File: config.mk
export PLATFORM = sky130hd
export DESIGN_NAME = telemetry_frame_deframer
export DESIGN_NICKNAME = d
export VERILOG_FILES = /design/src/sv/tfd_pkg.sv /design/src/sv/tfd_ctrl.sv /design/src/sv/tfd_dp.sv /design/src/sv/telemetry_frame_deframer.sv
export SDC_FILE = /design/constraint.sdc
export NUM_CORES = 1
export LEC_CHECK = 0
export CAP_MARGIN = 20
export CORE_ASPECT_RATIO = 0.8
export CORE_MARGIN = 4
export CORE_UTILIZATION = 35
export DETAILED_ROUTE_END_ITERATION = 10
export DONT_BUFFER_PORTS = 1
export SLEW_MARGIN = 20
export SYNTH_ARGS = -nofsm -noshare
export SYNTH_HDL_FRONTEND = slang
export SYNTH_SLANG_ARGS = --single-unit
File: constraint.sdc
create_clock -name i_clk -period 5.6 [get_ports i_clk]
set_input_delay 0.28 -clock i_clk [delete_from_list [all_inputs] [get_ports i_clk]]
set_output_delay 0.28 -clock i_clk [all_outputs]
set_load 0.02 [all_outputs]
File: src/sv/tfd_pkg.sv
`timescale 1ns / 1ps

package tfd_pkg;

    // Default store depth in bytes
    localparam int DEF_BUFFER_BYTES = 64;

    // CRC-8 generator polynomial, start value zero
    localparam logic [7:0] CRC_POLY = 8'hD5;

    // Address register value after reset
    localparam logic [7:0] ADDR_RESET = 8'hEA;

    // Width of the reported byte position
    localparam int POS_W = 6;

    // Result status codes
    localparam logic ST_GOOD    = 1'b0;
    localparam logic ST_CRC_ERR = 1'b1;

    // Controller to datapath commands
    typedef struct packed {
        logic accept;   // input transaction taken this cycle
        logic rd;       // read the next payload byte from the store
        logic ld_data;  // load a payload result into the output register
        logic ld_err;   // load the CRC error result into the output register
    } t_cmd;

    // Datapath to controller status
    typedef struct packed {
        logic done;     // incoming byte completes the frame
        logic crc_ok;   // received CRC matches the running check
        logic out_free; // output register can take a new result
        logic last_p;   // current read position is the final payload byte
    } t_stat;

    // One byte step of the CRC-8, MSB first
    function automatic logic [7:0] crc8_update(input logic [7:0] crc, input logic [7:0] b);
        logic [7:0] c;
        c = crc ^ b;
        for (int k = 0; k < 8; k++) begin
            if (c[7]) begin
                c = {c[6:0], 1'b0} ^ CRC_POLY;
            end else begin
                c = {c[6:0], 1'b0};
            end
        end
        return c;
    endfunction

endpackage

File: src/sv/tfd_ctrl.sv
`timescale 1ns / 1ps

module tfd_ctrl (
    input  logic           i_clk,
    input  logic           i_rst_n,
    input  logic           i_valid,
    output logic           o_ready,
    input  tfd_pkg::t_stat i_stat,
    output tfd_pkg::t_cmd  o_cmd
);

    typedef enum logic [1:0] {
        S_RX,
        S_ERR,
        S_RD,
        S_LD
    } t_state;

    t_state r_state;
    t_state n_state;

    // Take bytes only while receiving
    assign o_ready = (r_state == S_RX);

    // Decode commands from the current state
    always_comb begin
        o_cmd         = '0;
        o_cmd.accept  = (r_state == S_RX) && i_valid;
        o_cmd.rd      = (r_state == S_RD);
        o_cmd.ld_data = (r_state == S_LD) && i_stat.out_free;
        o_cmd.ld_err  = (r_state == S_ERR) && i_stat.out_free;
    end

    // Next state: receive, then replay or report an error
    always_comb begin
        n_state = r_state;
        case (r_state)
            S_RX: begin
                if (i_valid && i_stat.done) begin
                    n_state = i_stat.crc_ok ? S_RD : S_ERR;
                end
            end
            S_ERR: begin
                if (i_stat.out_free) begin
                    n_state = S_RX;
                end
            end
            S_RD: begin
                n_state = S_LD;
            end
            S_LD: begin
                if (i_stat.out_free) begin
                    n_state = i_stat.last_p ? S_RX : S_RD;
                end
            end
            default: begin
                n_state = S_RX;
            end
        endcase
    end

    // Hold state
    always_ff @(posedge i_clk) begin
        if (!i_rst_n) begin
            r_state <= S_RX;
        end else begin
            r_state <= n_state;
        end
    end

endmodule

File: src/sv/tfd_dp.sv
`timescale 1ns / 1ps

module tfd_dp #(
    parameter int BUFFER_BYTES = tfd_pkg::DEF_BUFFER_BYTES
) (
    input  logic                     i_clk,
    input  logic                     i_rst_n,
    input  logic                     i_cfg_wr_en,
    input  logic [7:0]               i_cfg_wr_data,
    input  logic [7:0]               i_data_byte,
    input  tfd_pkg::t_cmd            i_cmd,
    output tfd_pkg::t_stat           o_stat,
    input  logic                     i_ready,
    output logic                     o_valid,
    output logic [7:0]               o_out_byte,
    output logic [tfd_pkg::POS_W-1:0] o_byte_position,
    output logic                     o_status,
    output logic                     o_last
);

    localparam int IW = $clog2(BUFFER_BYTES);
    localparam int CW = $clog2(BUFFER_BYTES + 1);
    localparam logic [8:0] MAX_LEN = 9'(BUFFER_BYTES - 2);
    localparam logic [CW-1:0] FULL = CW'(BUFFER_BYTES);

    logic [7:0]    mem [BUFFER_BYTES];
    logic [7:0]    r_rdata;
    logic [7:0]    r_addr;
    logic [CW-1:0] r_count;
    logic [CW-1:0] n_count;
    logic [7:0]    r_crc;
    logic [7:0]    r_len;
    logic [IW-1:0] r_p;
    logic          hit_addr;
    logic          bad_len;
    logic          full;
    logic          store_en;
    logic          done;

    // Classify the incoming byte
    assign hit_addr = (r_count != '0) || (i_data_byte == r_addr);
    assign bad_len  = (r_count == CW'(1)) &&
                      ((i_data_byte < 8'd2) || ({1'b0, i_data_byte} > MAX_LEN));
    assign full     = (r_count >= FULL);
    assign store_en = hit_addr && !bad_len && !full;
    assign n_count  = r_count + CW'(1);
    assign done     = store_en && (n_count > CW'(4)) &&
                      (({1'b0, r_len} + 9'd2) == 9'(n_count));

    assign o_stat.done     = done;
    assign o_stat.crc_ok   = (r_crc == i_data_byte);
    assign o_stat.out_free = !o_valid || i_ready;
    assign o_stat.last_p   = (r_p == IW'(r_len - 8'd2));

    // Hold the device address
    always_ff @(posedge i_clk) begin
        if (!i_rst_n) begin
            r_addr <= tfd_pkg::ADDR_RESET;
        end else if (i_cfg_wr_en) begin
            r_addr <= i_cfg_wr_data;
        end
    end

    // Advance the byte count and running check
    always_ff @(posedge i_clk) begin
        if (!i_rst_n) begin
            r_count <= '0;
            r_crc   <= '0;
        end else if (i_cmd.accept) begin
            if (bad_len || full || done) begin
                r_count <= '0;
                r_crc   <= '0;
            end else if (store_en) begin
                r_count <= n_count;
                if (r_count >= CW'(2)) begin
                    r_crc <= tfd_pkg::crc8_update(r_crc, i_data_byte);
                end
            end
        end
    end

    // Capture the length byte
    always_ff @(posedge i_clk) begin
        if (i_cmd.accept && store_en && (r_count == CW'(1))) begin
            r_len <= i_data_byte;
        end
    end

    // Write the frame store and read back for replay
    always_ff @(posedge i_clk) begin
        if (i_cmd.accept && store_en) begin
            mem[r_count[IW-1:0]] <= i_data_byte;
        end
        if (i_cmd.rd) begin
            r_rdata <= mem[r_p + IW'(2)];
        end
    end

    // Step the replay position
    always_ff @(posedge i_clk) begin
        if (i_cmd.accept && done) begin
            r_p <= '0;
        end else if (i_cmd.ld_data) begin
            r_p <= r_p + IW'(1);
        end
    end

    // Output register valid
    always_ff @(posedge i_clk) begin
        if (!i_rst_n) begin
            o_valid <= 1'b0;
        end else if (i_cmd.ld_data || i_cmd.ld_err) begin
            o_valid <= 1'b1;
        end else if (i_ready) begin
            o_valid <= 1'b0;
        end
    end

    // Output register payload
    always_ff @(posedge i_clk) begin
        if (i_cmd.ld_data) begin
            o_out_byte      <= r_rdata;
            o_byte_position <= tfd_pkg::POS_W'(r_p);
            o_status        <= tfd_pkg::ST_GOOD;
            o_last          <= o_stat.last_p;
        end else if (i_cmd.ld_err) begin
            o_out_byte      <= '0;
            o_byte_position <= '0;
            o_status        <= tfd_pkg::ST_CRC_ERR;
            o_last          <= 1'b1;
        end
    end

endmodule

File: src/sv/telemetry_frame_deframer.sv
// After the CRC byte is taken, a good frame's first result passes the store read, then the output load.
// Throughput: one received byte per cycle while a frame is being collected; a good frame
// then replays byte by byte (store read, then output load), blocking input.
// A CRC error is reported from the error state. Output backpressure stretches the replay.
// Reset (synchronous, active low) empties the frame and sets the address to 0xEA.
`timescale 1ns / 1ps

module telemetry_frame_deframer #(
    parameter int BUFFER_BYTES = tfd_pkg::DEF_BUFFER_BYTES
) (
    input  logic                      i_clk,
    input  logic                      i_rst_n,
    input  logic                      i_cfg_wr_en,
    input  logic [7:0]                i_cfg_wr_data,
    input  logic                      i_valid,
    output logic                      o_ready,
    input  logic [7:0]                i_data_byte,
    output logic                      o_valid,
    input  logic                      i_ready,
    output logic [7:0]                o_out_byte,
    output logic [tfd_pkg::POS_W-1:0] o_byte_position,
    output logic                      o_status,
    output logic                      o_last
);

    tfd_pkg::t_cmd  cmd;
    tfd_pkg::t_stat stat;

    // Sequence reception and replay
    tfd_ctrl u_ctrl (
        .i_clk   (i_clk),
        .i_rst_n (i_rst_n),
        .i_valid (i_valid),
        .o_ready (o_ready),
        .i_stat  (stat),
        .o_cmd   (cmd)
    );

    // Store, check and output register
    tfd_dp #(
        .BUFFER_BYTES (BUFFER_BYTES)
    ) u_dp (
        .i_clk           (i_clk),
        .i_rst_n         (i_rst_n),
        .i_cfg_wr_en     (i_cfg_wr_en),
        .i_cfg_wr_data   (i_cfg_wr_data),
        .i_data_byte     (i_data_byte),
        .i_cmd           (cmd),
        .o_stat          (stat),
        .i_ready         (i_ready),
        .o_valid         (o_valid),
        .o_out_byte      (o_out_byte),
        .o_byte_position (o_byte_position),
        .o_status        (o_status),
        .o_last          (o_last)
    );

endmodule

==> summary.md, run 1 <==
| Metric | Value |
|---|---|
| Max Clock Skew | `12.3 ps` |
| Avg WL per Cell | `26.1 um` |
| R2R depth | `7` |
| Nature of the critical path endpoint | `register` |
| Post-synth EDFFs | `543` |
| R2R Path Start | `u_dp.r_count[3]` |
| Mean Syn Cell Area | `20.2 um2` |
| Routed WL | `54.4 mm` |
| Number of I/O port buffers | `0` |
| Drt pass-1 iters | `5` |
| Syn. warnings | `0` |
| CTS tree | `done` |
| Worst path max stage delay | `700 ps` |
| # setup viols final | `0` |
| Critical setup path kind | `reg2reg` |
| Starting Density | `0.353` |
| Resize count post-CTS | `0` |
| Slew @ Worst Pin | `1060 ps` |
| First-pass GRT wire length | `79.1 mm` |
| Design Area, Final | `26100 um2` |
| CTS buffer count | `52` |
| Share of layout cells above drive strength 1 | `0.219` |
| Syn_nets | `1177` |
| Max-cap violations | `0` |
| Startpoint type of the worst setup path | `register` |
| Outcome | `finished clean` |
| Maximum vdd drop | `0.000216 V` |
| Die Height | `238 um` |
| Ys async rst share | `0` |
| Highest clock rate | `273 MHz` |
| Clock period minus worst slack | `3660 ps` |
| RSZ-0062 raised after global routing | `no` |
| Detail Route Antenna Nets | `0` |
| Relative slew margins | `0.291` |
| H-Tree Depth | `2` |
| Slowest cell on the critical path | `or4b_1` |
| HPWL Detailed | `31.9 mm` |
| Final Instance Count excl. Fillers | `2081` |
| Inst Count DP | `1958` |
| Worst Path Max Fanout | `15` |
| Total Routing Usage GR | `0.155` |
| Crit path capture | `u_dp.mem[30][2]` |
| DIE AREA | `70300 um2` |
| Placement Cell Area | `24100 um2` |
| Post-Syn Instances | `1147` |
| Core Region | `65600 um2` |
| Syn Std Cell Area | `23100 um2` |
| Seq cells post-synth | `576` |
| CP startpoint | `u_dp.r_count[3]` |
| Vias/cell | `5.34` |
| PwrDens | `318 nW/um2` |
| CP arrival | `3880 ps` |
| Worst EP required | `5820 ps` |
| Worst path most repeated cell | `nor2_1` |
| Routed vias | `11100` |
| Reg-to-Reg End | `u_dp.mem[30][2]` |
| Worst hold-check path type | `in2reg` |
| Starting DRT DRC Count | `1136` |
| Primary FF master, synth | `edfxtp_1` |
| Netlist cell types | `53` |
| Area Overhead vs Synth | `12.9%` |
| Sink Count | `576` |
| Clk buf depth | `3` |
| Total gr overflow | `0` |
| Leakage | `7.74 nW` |
| Routability cong. | `0.772` |
| R2R Setup Slk | `1940 ps` |
| Vias in the first global route | `10900` |
| Row count | `84` |
| Worst-path cell chain | `or4_1 -> nor2_1 -> o211a_1 -> or4b_1 -> nor2_1 -> nand3_1 -> nor2_1` |
| TNS Setup | `0 ps` |
| Seq/Total Area, Yosys | `0.733` |
| Inserted Diodes | `0` |
| Period utilisation layout | `0.654` |
| Final Hold Fails | `0` |
| Filler cell count | `5816` |
| Fin. max-slew vios | `0` |
| NumNets Final | `1210` |
| Root Buffer | `clkbuf_16` |
| Initial antenna violation count | `6` |
| Die X | `296 um` |
| DRC viols | `0` |
| Clock-pin slew of the registers on the worst-case setup and hold paths | `60 ps` |
| Clk_lat worst skew | `590 ps` |
| Ports | `39` |
| Largest net degree at the start of global routing | `66` |
## worst min path at each step
stage                   startpoint              to  slack, ps  cells after the start
floorplan           i_data_byte[0]  u_dp.mem[0][0]        380                      0
detailed placement         i_rst_n  u_dp.r_addr[6]        350                      1
global placement           i_rst_n  u_dp.r_addr[6]        350                      1
finish                     i_rst_n   u_dp.r_crc[3]         60                      4
CTS                        i_rst_n   u_dp.r_crc[3]         30                      4
global route               i_rst_n   u_dp.r_crc[3]         70                      4
## sequential cells by signal, summed over array words and instances (netlist names)
| name | count |
|---|---|
| u_dp.r_rdata | 8 |
| u_dp.o_valid | 1 |
| u_dp.r_p | 6 |
| u_dp.r_count | 7 |
| u_dp.mem | 512 |
| u_dp.o_last | 1 |
| u_dp.r_addr | 8 |
| u_dp.r_crc | 8 |
| u_dp.o_status | 1 |
| u_ctrl.r_state | 2 |
| u_dp.o_out_byte | 8 |
| u_dp.o_byte_position | 6 |
| u_dp.r_len | 8 |
## repair_timing
item	4_1_cts	5_1_grt
buffers inserted	0	0
setup endpoints to repair	0	0
hold buffers	26	0
endpoints found under the hold margin	538	0
## per-layer routing
layer,part of all wire,up-vias,global-route usage
li1,-,4723,-
met1,0.47,5864,0.246
met2,0.43,471,0.219
met3,0.083,53,0.0364
met4,0.013,2,0.0270
met5,0.00024,-,0
## cells by family after synthesis
kind of cell    count (synthesis)  synth area share
fa+ha+maj                       9           0.00487
mux                           178             0.168
compound gates                 47            0.0148
buf+inv                        67            0.0131
flops                         576             0.733
simple gates                  211            0.0435
xor+xnor                       59            0.0229
## layout by cell type (no fill, tap or decap), drive strengths merged, types with 2 or more instances in the layout
master,count
o21ai,13
nand3,18
a21boi,7
xor2,19
or2,2
dlygate4sd3,18
or3,6
inv,11
and2,15
a22o,7
a211o,2
xnor2,39
ha,9
mux2i,10
nor3,9
clkinv,23
nand4,8
dfxtp,33
nand2b,3
or4,3
nor2b,8
buf,17
clkinvlp,3
nor4,2
bufinv,4
edfxtp,543
nor2,88
mux4,168
nor3b,3
a21oi,5
o211ai,3
clkbuf,65
nand2,42
## cell usage after synthesis, types with 4 or more instances
cell type  count  area share
nand4_1        8      0.0022
mux2i_1       10      0.0043
buf_2         21      0.0045
ha_1           9      0.0049
dfxtp_1       33       0.029
buf_4          5      0.0016
xor2_1        19      0.0072
a21boi_0       6      0.0019
inv_1         10      0.0016
xnor2_1       39       0.015
edfxtp_1     543        0.70
nor2b_1        8      0.0022
or3_1          6      0.0016
o21ai_0       13      0.0028
a22o_1         7      0.0026
nand2_1       42      0.0068
clkbuf_1      25      0.0041
buf_1          5     0.00081
mux4_2       168        0.16
and2_1        15      0.0041
nor2_1        88       0.014
nand3_1       17      0.0037
nor3_1         7      0.0015
a21oi_1        4     0.00086
## stage by stage
stage	total power, mW	hold slack, ps	setup WS [ps]	utilization
CTS	8.38	27.9	1900	0.398
finish	8.31	59.7	1940	0.398
floorplan	4.85	379	2750	-
global placement	4.85	346	1960	0.367
detailed placement	4.85	348	1920	0.367
global route	8.58	71.3	1660	0.398
## cell type report
cell class,instances,area (um2),area share
Inverter,10,37.5,0.00144
Multi-Input combinational cell,504,5890,0.226
Timing Repair Buffer,36,518,0.0198
Sequential cell,576,17000,0.650
Clock buffer,64,1350,0.0515
Clock inverter,31,277,0.0106
Tap cell,860,1080,0.0412
## worst max-delay path, delay by kind of cell, from the launching register on
family / cells / cell delay [ps]
AOI/OAI and AO/OA: 1 / 180
and+or+nand+nor: 6 / 2460
DFF: 1 / 660
## power by group
| group | switching, mW | total [mW] | internal, mW | leakage (nW) |
|---|---|---|---|---|
| registers | 0.00277 | 4.71 | 4.70 | 5.12 |
| logic | 0.100 | 0.155 | 0.0549 | 1.84 |
| clock network | 1.55 | 3.45 | 1.90 | 0.785 |
| total | 1.66 | 8.31 | 6.66 | 7.74 |
Note: power is estimated with default switching activity, not from simulation.
==> inputs of run 2 (changes only) <==
==> constraint.sdc (replaced) <==
create_clock -name i_clk -period 3.5 [get_ports i_clk]
set_input_delay 0.175 -clock i_clk [delete_from_list [all_inputs] [get_ports i_clk]]
set_output_delay 0.175 -clock i_clk [all_outputs]
set_load 0.02 [all_outputs]
==> summary.md, run 2 (same netlist as run 1, synthesis figures left out) <==
| Metric | Value |
|---|---|
| Outcome | `finished clean (unchanged)` |
| # Post-CTS Setup Buffers | `0 (unchanged)` |
| Clock-pin slew of the registers on the worst-case setup and hold paths | `70 ps (was 60 ps)` |
| CTS tree | `done (unchanged)` |
| Largest net degree at the start of global routing | `78 (was 66)` |
| Placement Cell Area | `24800 um2 (was 24100 um2)` |
| Storage cell area | `17000 um2 (unchanged)` |
| Starting DRT DRC Count | `1312 (was 1136)` |
| Number of I/O port buffers | `0 (unchanged)` |
| Filler cell count | `5792 (was 5816)` |
| Starting Density | `0.353 (unchanged)` |
| Worst Path Max Fanout | `11 (was 15)` |
| # setup viols final | `0 (unchanged)` |
| RSZ-0062 raised after global routing | `no (unchanged)` |
| CTS buffer count | `55 (was 52)` |
| Routability cong. | `0.815 (was 0.772)` |
| Initial antenna violation count | `3 (was 6)` |
| HPWL Detailed | `32.7 mm (was 31.9 mm)` |
| Pwr Total | `13.7 mW (was 8.31 mW)` |
| Routed vias | `11500 (was 11100)` |
| Critical setup path kind | `reg2reg (unchanged)` |
| Area Overhead vs Synth | `16.8% (was 12.9%)` |
| Vias in the first global route | `11600 (was 10900)` |
| DRC viols | `0 (unchanged)` |
| TNS Setup | `0 ps (unchanged)` |
| Vias/cell | `5.27 (was 5.34)` |
| DIE AREA | `70300 um2 (unchanged)` |
| Design Area, Final | `27000 um2 (was 26100 um2)` |
| Ports | `39 (unchanged)` |
| Most common cell after layout, fill and taps aside | `edfxtp_1 (unchanged)` |
| Startpoint type of the worst setup path | `register (unchanged)` |
| Leakage | `8.32 nW (was 7.74 nW)` |
| Drt pass-1 iters | `5 (unchanged)` |
| Clock period minus worst slack | `3170 ps (was 3660 ps)` |
| Fin. max-slew vios | `0 (unchanged)` |
| Clk buf depth | `3 (unchanged)` |
| Die Height | `238 um (unchanged)` |
| NumNets Final | `1305 (was 1210)` |
| Avg WL per Cell | `25.7 um (was 26.1 um)` |
| Clk_lat worst skew | `620 ps (was 590 ps)` |
| Highest clock rate | `315 MHz (was 273 MHz)` |
| Final Instance Count excl. Fillers | `2181 (was 2081)` |
| Worst EP required | `3730 ps (was 5820 ps)` |
| Max-cap violations | `0 (unchanged)` |
| Final Hold Fails | `0 (unchanged)` |
| Nature of the critical path endpoint | `register (unchanged)` |
| Slew @ Worst Pin | `1030 ps (was 1060 ps)` |
| Total Routing Usage GR | `0.160 (was 0.155)` |
| Max Clock Skew | `34.0 ps (was 12.3 ps)` |
| Core Region | `65600 um2 (unchanged)` |
| Relative slew margins | `0.310 (was 0.291)` |
| Worst hold-check path type | `in2reg (unchanged)` |
| Inst Count DP | `2044 (was 1958)` |
| Multi-input combinational cell area | `5890 um2 (unchanged)` |
| Row count | `84 (unchanged)` |
| CP arrival | `3410 ps (was 3880 ps)` |
| Total gr overflow | `0 (unchanged)` |
| First-pass GRT wire length | `82.0 mm (was 79.1 mm)` |
| H-Tree Depth | `2 (unchanged)` |
| PwrDens | `507 nW/um2 (was 318 nW/um2)` |
| Commonest non-fill, non-tap cells in the layout | `edfxtp_1 (543), mux4_2 (168), nor2_1 (88), buf_4 (88), clkbuf_16 (55) (was edfxtp_1 (543), mux4_2 (168), nor2_1 (88), clkbuf_16 (53), nand2_1 (42))` |
| Max FFs per register | `512 (unchanged)` |
| Die X | `296 um (unchanged)` |
| Maximum vdd drop | `0.000377 V (was 0.000216 V)` |
| Share of layout cells above drive strength 1 | `0.271 (was 0.219)` |
| Routed WL | `56.0 mm (was 54.4 mm)` |
| Period utilisation layout | `0.906 (was 0.654)` |
| Root Buffer | `clkbuf_16 (unchanged)` |
| Sink Count | `576 (unchanged)` |
| Detail Route Antenna Nets | `0 (unchanged)` |
==> run 2: cell types whose count changed in the layout (fill, tap and decap cells not counted), moves of 2 or more <==
cell	previous run	this run
clkinv_1	14	12
dlygate4sd3_1	18	26
clkbuf_16	53	55
buf_4	7	88
buf_12	2	6
inv_6	1	3
clkinvlp_4	3	1
clkbuf_8	0	3
==> run 2: path summary, 6_finish.rpt <==
path | startpoint | endpoint | slack (ps) | cells after the start
hold / removal | i_rst_n | u_dp.r_crc[3] | 40 | 4
hold reg to reg | u_dp.r_crc[5] | u_dp.r_crc[5] | 500 | 1
setup reg to reg | u_dp.r_count[0] | u_dp.mem[60][6] | 330 | 7
setup / recovery | u_dp.r_count[0] | u_dp.mem[60][6] | 330 | 7
==> run 2: metal layers <==
layer  vias to the layer above  global-route usage  wire (um)
met5                         -                   0          0
met4                         0              0.0345        752
met3                        54              0.0288       3670
met2                       380               0.237      25300
met1                      6120               0.248      26300
li1                       4931                   -          -
==> run 2: critical path: stages, from the launching register on <==
cell	delay (ps)
dfxtp_1	570
inv_1	180
ha_1	240
o211a_1	170
or4b_1	550
nor2_1	240
nand3_1	190
nor2_1	640
==> run 2: metrics by stage <==
step                setup WS, ps  hold slack, ps   util
floorplan                    652             274      -
global placement             414             242  0.378
detailed placement           381             245  0.378
CTS                          325            4.31  0.412
global route                51.8            83.9  0.412
finish                       328            44.9  0.412
==> run 2: area by class of cell <==
cell class	instances	share of cell area
tap	860	0.0398
sequential	576	0.628
antenna	1	0.0000926
multi-input combinational	504	0.218
inverter	10	0.00139
clock inverter	31	0.0116
timing repair buffer	128	0.0467
clock buffer	71	0.0543
==> run 2: timing repair <==
action | 4_1_cts | 5_1_grt
endpoints found under the hold margin | 541 | 0
hold buffers | 34 | 0
resized for setup | 0 | 0
==> run 2: power breakdown <==
part | switching [mW] | internal [mW]
Sequential | 0.00450 | 7.53
Clock | 2.56 | 3.34
Combinational | 0.170 | 0.0931
Total | 2.73 | 11.0
==> inputs of run 3 (changes only) <==
--- a/config.mk
+++ b/config.mk
@@ -8,9 +8,10 @@
 export CAP_MARGIN = 20
 export CORE_ASPECT_RATIO = 0.8
 export CORE_MARGIN = 4
-export CORE_UTILIZATION = 35
+export CORE_UTILIZATION = 31
 export DETAILED_ROUTE_END_ITERATION = 10
 export DONT_BUFFER_PORTS = 1
+export PLACE_DENSITY = 0.45
 export SLEW_MARGIN = 20
 export SYNTH_ARGS = -nofsm -noshare
 export SYNTH_HDL_FRONTEND = slang
==> summary.md, run 3 (same netlist as run 1, synthesis figures left out) <==
| Metric | Value |
|---|---|
| Outcome | `finished clean (unchanged)` |
| Sink Count | `576 (unchanged)` |
| Startpoint type of the worst setup path | `register (unchanged)` |
| Avg WL per Cell | `25.9 um (was 25.7 um)` |
| Final hold slack | `89.6 ps (was 44.9 ps)` |
| First-pass GRT wire length | `87.4 mm (was 82.0 mm)` |
| Grt met1 use | `0.227 (was 0.248)` |
| Multi-input combinational cell area | `5890 um2 (unchanged)` |
| Worst hold-check path type | `in2reg (unchanged)` |
| RSZ-0062 raised after global routing | `no (unchanged)` |
| CTS buffer count | `58 (was 55)` |
| Commonest non-fill, non-tap cells in the layout | `edfxtp_1 (543), mux4_2 (168), nor2_1 (88), buf_4 (84), clkbuf_16 (59) (was edfxtp_1 (543), mux4_2 (168), nor2_1 (88), buf_4 (88), clkbuf_16 (55))` |
| Design Area, Final | `27200 um2 (was 27000 um2)` |
| Initial antenna violation count | `5 (was 3)` |
| Max-cap violations | `0 (unchanged)` |
| Routed vias | `11300 (was 11500)` |
| Highest clock rate | `322 MHz (was 315 MHz)` |
| Layout Utilization | `0.369 (was 0.412)` |
| Maximum vdd drop | `0.000452 V (was 0.000377 V)` |
| PwrDens | `505 nW/um2 (was 507 nW/um2)` |
| Worst EP required | `4060 ps (was 3730 ps)` |
| Met3 GRT Util | `0.0431 (was 0.0288)` |
| Die X | `313 um (was 296 um)` |
| Slowest cell on the critical path | `a311oi_1 (was nor2_1)` |
| Nature of the critical path endpoint | `register (unchanged)` |
| Routed WL | `60.2 mm (was 56.0 mm)` |
| R2R Path Start | `u_dp.r_count[0] (unchanged)` |
| Filler cell count | `6771 (was 5792)` |
| Clk buf depth | `3 (unchanged)` |
| Most common cell after layout, fill and taps aside | `edfxtp_1 (unchanged)` |
| Gr busiest metal | `met2 (was met1)` |
| Vias/cell | `4.87 (was 5.27)` |
| HPWL Detailed | `35.5 mm (was 32.7 mm)` |
| Final Hold Fails | `0 (unchanged)` |
| Share of layout cells above drive strength 1 | `0.273 (was 0.271)` |
| Starting Density | `0.313 (was 0.353)` |
| Period utilisation layout | `0.888 (was 0.906)` |
| Met2 usage | `0.230 (was 0.237)` |
| Clock period minus worst slack | `3110 ps (was 3170 ps)` |
| DIE AREA | `79100 um2 (was 70300 um2)` |
| Worst path max stage delay | `570 ps (was 640 ps)` |
| NumNets Final | `1306 (was 1305)` |
| Clk_lat worst skew | `620 ps (about the same)` |
| Starting DRT DRC Count | `1169 (was 1312)` |
| Clock-pin slew of the registers on the worst-case setup and hold paths | `70 ps (about the same)` |
| Reg-to-Reg End | `u_dp.r_crc[4] (was u_dp.mem[60][6])` |
| # setup viols final | `0 (unchanged)` |
| Leakage | `8.32 nW (about the same)` |
| # Post-CTS Setup Buffers | `0 (unchanged)` |
| H-Tree Depth | `2 (unchanged)` |
| CP arrival | `3670 ps (was 3410 ps)` |
| Drt pass-1 iters | `6 (was 5)` |
| Number of I/O port buffers | `0 (unchanged)` |
| WP buf/inv | `0 (was 1)` |
| Total Routing Usage GR | `0.154 (was 0.160)` |
| Area Overhead vs Synth | `17.7% (was 16.8%)` |
| Detail Route Antenna Nets | `0 (unchanged)` |
| Max Clock Skew | `23.8 ps (was 34.0 ps)` |
| R2R Setup Slk | `390 ps (was 330 ps)` |
| Die Height | `252 um (was 238 um)` |
| CTS tree | `done (unchanged)` |
| Fin. max-slew vios | `0 (unchanged)` |
| Root Buffer | `clkbuf_16 (unchanged)` |
| Worst Path Max Fanout | `11 (unchanged)` |
| DRC viols | `0 (unchanged)` |
| Family with the most delay on the worst path | `compound AO/OA/AOI/OAI gates (was simple AND/OR/NAND/NOR gates)` |
| Ports | `39 (unchanged)` |
| Max FFs per register | `512 (unchanged)` |
| Core Region | `73800 um2 (was 65600 um2)` |
| Placement Cell Area | `24900 um2 (was 24800 um2)` |
| Worst-path cell chain | `ha_1 -> nand3_2 -> o21ai_0 -> o211ai_1 -> or3_1 -> a311oi_1 -> or2_1 -> a22o_1 (was inv_1 -> ha_1 -> o211a_1 -> or4b_1 -> nor2_1 -> nand3_1 -> nor2_1)` |
| Row count | `89 (was 84)` |
| Slew @ Worst Pin | `961 ps (was 1030 ps)` |
| Relative slew margins | `0.357 (was 0.310)` |
| Final Instance Count excl. Fillers | `2324 (was 2181)` |
| R2R depth | `8 (was 7)` |
| Vias in the first global route | `11700 (was 11600)` |
| TNS Setup | `0 ps (unchanged)` |
| Critical setup path kind | `reg2reg (unchanged)` |
| Inst Count DP | `2183 (was 2044)` |
| Total gr overflow | `0 (unchanged)` |
| Hold path cells | `4 (unchanged)` |
| Min-delay src | `i_rst_n (unchanged)` |
| Largest net degree at the start of global routing | `68 (was 78)` |
| Routability cong. | `0.750 (was 0.815)` |
| Storage cell area | `17000 um2 (unchanged)` |
| Min-Delay Endpoint | `u_dp.r_crc[3] (unchanged)` |
## run 3: worst max path at each step
stage	start	to	slack, ps	depth (start not counted)
2_1_floorplan	u_dp.r_p[2]	u_dp.r_rdata[0]	650	5
3_3_place_gp	u_dp.r_count[0]	u_dp.mem[59][4]	480	8
5_1_grt	u_dp.r_count[0]	u_dp.r_crc[6]	200	8
6_report	u_dp.r_count[0]	u_dp.r_crc[4]	390	8
4_1_cts	u_dp.r_count[0]	u_dp.mem[53][0]	450	8
3_5_place_dp	u_dp.r_count[0]	u_dp.mem[53][2]	440	8
## run 3: area by class of cell
| type | instances | share of cell area |
|---|---|---|
| Tap cell | 1001 | 0.0460 |
| Timing Repair Buffer | 126 | 0.0467 |
| Clock inverter | 39 | 0.0108 |
| Clock buffer | 67 | 0.0553 |
| Inverter | 10 | 0.00138 |
| Multi-Input combinational cell | 504 | 0.216 |
| Antenna cell | 1 | 0.0000919 |
| Sequential cell | 576 | 0.623 |
## run 3: what timing repair did
action / 4_1_cts / 5_1_grt
gates resized for setup: 0 / 0
hold buffers: 34 / 0
endpoints found under the hold margin: 542 / 0
## run 3: worst register-to-register path: cells and delay by family (launching register included)
kind            cells  cell delay, ps
compound gates      4            1340
fa+ha+maj           1             270
flops               1             560
simple gates        3             880
## run 3: where the power goes
part | total [mW] | internal [mW] | switching [mW]
clock network | 5.96 | 3.30 | 2.65
registers | 7.53 | 7.53 | 0.00434
logic | 0.269 | 0.0932 | 0.176
total | 13.8 | 10.9 | 2.83
## run 3: through the flow
| step | worst slack [ps] | power, mW |
|---|---|---|
| 3_5_place_dp | 440 | 7.77 |
| 5_1_grt | 198 | 14.2 |
| 4_1_cts | 451 | 13.9 |
| 6_report | 394 | 13.8 |
| 3_3_place_gp | 484 | 7.77 |
| 2_1_floorplan | 652 | 7.76 |
## run 3: per-layer routing
layer	vias to the layer above	share of wire	wire length (um)
li1	4927	-	-
met1	6038	0.47	28300
met2	270	0.44	26800
met3	69	0.069	4180
met4	4	0.015	901
met5	-	0.00035	21
